### config.mk
export PLATFORM = sky130hd
export DESIGN_NAME = mpdcc_ram
export DESIGN_NICKNAME = d
export VERILOG_FILES = /design/src/sv/mpdcc_ram.sv
export SDC_FILE = /design/constraint.sdc
export NUM_CORES = 1
export LEC_CHECK = 0
export BUFFER_PORTS_ARGS = -buffer_cell sky130_fd_sc_hd__buf_2
export CELL_PAD_IN_SITES_DETAIL_PLACEMENT = 1
export CELL_PAD_IN_SITES_GLOBAL_PLACEMENT = 1
export CORE_MARGIN = 1.5
export CORE_UTILIZATION = 55
export CTS_BUF_LIST = sky130_fd_sc_hd__clkbuf_8
export CTS_CLUSTER_DIAMETER = 100
export DETAILED_ROUTE_END_ITERATION = 6
export PLACE_DENSITY_LB_ADDON = 0.1
export REMOVE_ABC_BUFFERS = 1
export SLEW_MARGIN = 20
export SYNTH_ARGS = -nofsm -noshare
export SYNTH_HDL_FRONTEND = slang
export SYNTH_SLANG_ARGS = --single-unit
### constraint.sdc
create_clock -name clk -period 2.1 [get_ports clk]
set_clock_uncertainty 0.1 [all_clocks]
set_input_delay 0.315 -clock clk [delete_from_list [all_inputs] [get_ports clk]]
set_output_delay 0.315 -clock clk [all_outputs]
set_load 0.1 [all_outputs]
### src/sv/mpdcc_ram.sv
// ----------------------------------------------------------------------------
// mpdcc_ram: generic single-write, single-read RAM
// One write port and one read port; read data registered, old data returned
// on a read of the address written at the same edge.
// ----------------------------------------------------------------------------
module mpdcc_ram #(
	parameter int unsigned WIDTH = 8,
	parameter int unsigned DEPTH = 16
) (
	input  logic                     clk,
	input  logic                     we,
	input  logic [$clog2(DEPTH)-1:0] waddr,
	input  logic [WIDTH-1:0]         wdata,
	input  logic                     re,
	input  logic [$clog2(DEPTH)-1:0] raddr,
	output logic [WIDTH-1:0]         rdata
);

	logic [WIDTH-1:0] mem [DEPTH];

	always_ff @(posedge clk) begin
		if (we) begin
			mem[waddr] <= wdata;
		end
		if (re) begin
			rdata <= mem[raddr];
		end
	end

endmodule

## Word level (Yosys, flattened, before mapping)

Memories as Yosys holds them, arrays and structs flattened. A register that Yosys moved wholly into a read port is not among the register bits.
Index checks and enable logic that the tools add are counted.

- ROM bits: 0
- Word-level logic and storage cells: 3
- Memories kept: 1
- Bits in registers: 0
- RAM bits: 128
- Bits in latches: 0
- Output and inout bits: 8
- Input port bits: 19

Memory list:

| memory | depth | bits a word | rd ports | clocked after Yosys merged registers in | wr ports | line | text |
|---|---|---|---|---|---|---|---|
| mem | 16 | 8 | 1 | 1 | 1 | 19 | `logic [WIDTH-1:0] mem [DEPTH];` |

- Multipliers: 0
- Reductions and logical operators: 0
- $lt $le $gt $ge: 0
- Div/mod/pow operators: 0
- Muxes and demuxes: 2
- Shift-type cells: 0
- Add/sub/neg operators: 0
- Equality and inequality tests: 0
- Bitwise logic cells: 0

Operator list:

| kind | count |
|---|---|
| $mux W1 | 2 |

## Longest topological paths before layout

- Depth in word-level cells: 2
- Mapped depth: 5
- Depth with buffers taken out: 3

## Least setup slack after synthesis

No wires, ideal clock.

- Kind: input port to flip-flop
- From: in waddr[2]
- To: mem mem[0][0] (enable)
- Required time: 1.617 ns
- Path buffers: 0
- Stages on the path: 2
- Setup slack: 0.192 ns
- Arrival: 1.425 ns
- Setup time: 0.383 ns
- Cell sequence: or3b_2 > nor3_1

RTL lines:

| item | line | text |
|---|---|---|
| from (decl) | 12 | `input logic [$clog2(DEPTH)-1:0] waddr,` |
| to (decl) | 19 |  |

No word-level cell before the write port.

==> impl_metrics.json <==
{
  "ff2ff_setup_slack_ns": 0.43,
  "synth-seq-cells": 136,
  "drc": 0,
  "cp_max_fo": 1,
  "row_count": 35,
  "wl_mm": 10.7,
  "slew-limit-headroom_pct": 66.4,
  "hpwl_mm": 6.85,
  "timing.rr.end": "rdata[0]$_DFFE_PP_",
  "initial_core_util_pct": 56.6,
  "clockRootBuffer": "clkbuf_8",
  "htreeDepth": 4,
  "postCtsSetupBuffers": 0,
  "r2r-start": "mem[5][0]$_DFFE_PP_",
  "drive_gt1_share_pct": 32.2,
  "fin_setup_tns_ns": 0,
  "worstSetupStartpointType": "flip-flop",
  "power_uw": 5690,
  "fin_nets": 305,
  "yosysWarnings": 0,
  "drtPass1Iterations": 4,
  "cts_num_sinks": 136,
  "grt_overflow": 0,
  "cellPowerDensity_mw_per_mm2": 943,
  "postCtsHoldBufs": 0,
  "vias": 2462,
  "clkLatencyLatePin_ns": 0.42,
  "syn-instance-count": 229,
  "min_to": "rdata[3]$_DFFE_PP_",
  "cts_resized": 0,
  "ff2ff_path_depth": 3,
  "cp.required_ns": 2.16,
  "clockBufferDepth": 2,
  "drt_iter0_drc": 216,
  "cap_violations": 0,
  "max_freq_ghz": 0.599,
  "grt_pass1_vias": 2570,
  "viasPerCell": 5.77,
  "worst_pin_slew_ns": 0.508,
  "synthesis.area_mm2": 0.00523,
  "endpoint_kind": "flip-flop",
  "die-area_mm2": 0.0101,
  "wl_per_cell_um": 25.1,
  "cts_buffers": 17,
  "fin_util_pct": 65.4,
  "post-route-min-period_ns": 1.67,
  "diodes": 0,
  "seq_area_frac_synth_pct": 78.1,
  "die_x_um": 100,
  "syn_avg_cell_area_um2": 22.8,
  "portBuffers": 26,
  "core_mm2": 0.00924,
  "hold_path.class": "primary input to flip-flop",
  "nFillCells": 766,
  "grt_pass1_wl_mm": 16.2,
  "antenna_found_initial": 0,
  "worst_path_max_delay_cell": "mux4_1",
  "mostFrequentLayoutCells": "edfxtp_1 (136), buf_2 (26), buf_4 (20)",
  "gp_congestion": 0.737,
  "dp_cells": 396,
  "finalCritPeriodShare_pct": 79.5,
  "peakVddDrop_uv": 573,
  "cp_data_arrival_time_ns": 1.73,
  "gr-usage-all-layers_pct": 23.7,
  "setup_viol": 0,
  "instances_no_fill": 427,
  "final_common_cell": "edfxtp_1",
  "fin_hold_ws_ns": 0.150,
  "rsz0062_at_grt": "false",
  "hold_start": "re",
  "slowest_delay_ns": 0.54,
  "yosysUniqueCellTypes": 18,
  "cellLeakagePower_uw": 0.00204,
  "crit_chain": "mux4_1, a22oi_1, nand2_1",
  "die_y_um": 100,
  "finalHoldViolCount": 0,
  "area_growth_pct": 15.5,
  "drv_slew": 0,
  "num_io_pins": 27,
  "grt_max_degree": 22,
  "path_class": "flip-flop to flip-flop",
  "clk_pin_slew_worst_paths_ns": 0.08,
  "ant_nets": 0,
  "outcome": "finished clean",
  "cts_tree": "done",
  "min_delay_path_depth": 1
}
## flip-flops by register name (all words and copies together), names as in the netlist
name / cells
rdata: 8
mem: 128
## through the flow
stage,cell area [um2],setup WS [ns]
final,6040,0.431
after global routing,6040,0.365
after CTS,6040,0.382
after detailed placement,5620,-0.0347
after global placement,5620,0.000102
after floorplan,5140,0.192
## logic make-up (layout without fill, tap and decap cells)
kind of cell | count (synthesis) | count (layout) | synth area share [%]
compound gates | 16 | 16 | 2.30
buf+inv | 10 | 79 | 1.65
mux | 32 | 32 | 14.8
flops | 136 | 136 | 78.1
simple gates | 35 | 35 | 3.14
## cell usage after synthesis, drive strengths merged
cell | count | area [um2]
a22oi | 16 | 120
and2 | 1 | 6.26
and2b | 1 | 7.51
buf | 7 | 56.3
clkdlybuf4s25 | 3 | 30.0
edfxtp | 136 | 4080
mux4 | 32 | 773
nand2 | 9 | 33.8
nand2b | 2 | 12.5
nand3 | 1 | 5.00
nand3b | 2 | 15.0
nor2 | 13 | 48.8
nor2b | 1 | 6.26
nor3 | 4 | 20.0
or3b | 1 | 8.76
## layer usage
metal | global-route usage [%] | vias to the layer above | wire length, um
met5 | 0 | - | 0
met4 | 8.88 | 0 | 158
met3 | 5.76 | 13 | 823
met2 | 35.0 | 112 | 5240
met1 | 35.0 | 1243 | 4500
li1 | - | 1094 | -
## where the power goes
part	leakage [uW]	internal, uW	switching [uW]
clock network	0.000202	1270	961
logic	0.000598	124	265
registers	0.00124	3060	15.6
## worst max-delay path: cells and delay by family (launching register included)
| family | cells | cell delay [ns] |
|---|---|---|
| AOI/OAI and AO/OA | 1 | 0.32 |
| DFF | 1 | 0.36 |
| muxes | 1 | 0.54 |
| and+or+nand+nor | 1 | 0.10 |
## layout make-up
cell class,count,area [um2],share of cell area [%]
clock buffers,17,234,3.87
clock inverters,14,183,3.02
multi-input cells,83,1060,17.5
flip-flops and latches,136,4080,67.6
well taps,129,161,2.67
repair buffers,48,320,5.30
## worst max path at each step
stage	start	slack [ns]	end	depth (start not counted)
detailed placement	raddr[0]	-0.03	rdata[0]$_DFFE_PP_	5
global route	mem[1][0]$_DFFE_PP_	0.36	rdata[0]$_DFFE_PP_	3
CTS	mem[1][0]$_DFFE_PP_	0.38	rdata[0]$_DFFE_PP_	3
floorplan	waddr[2]	0.19	mem[0][0]$_DFFE_PP_	2
finish	mem[5][0]$_DFFE_PP_	0.43	rdata[0]$_DFFE_PP_	3
global placement	raddr[0]	0.0001	rdata[0]$_DFFE_PP_	5
(Power assumes the default switching activity.)
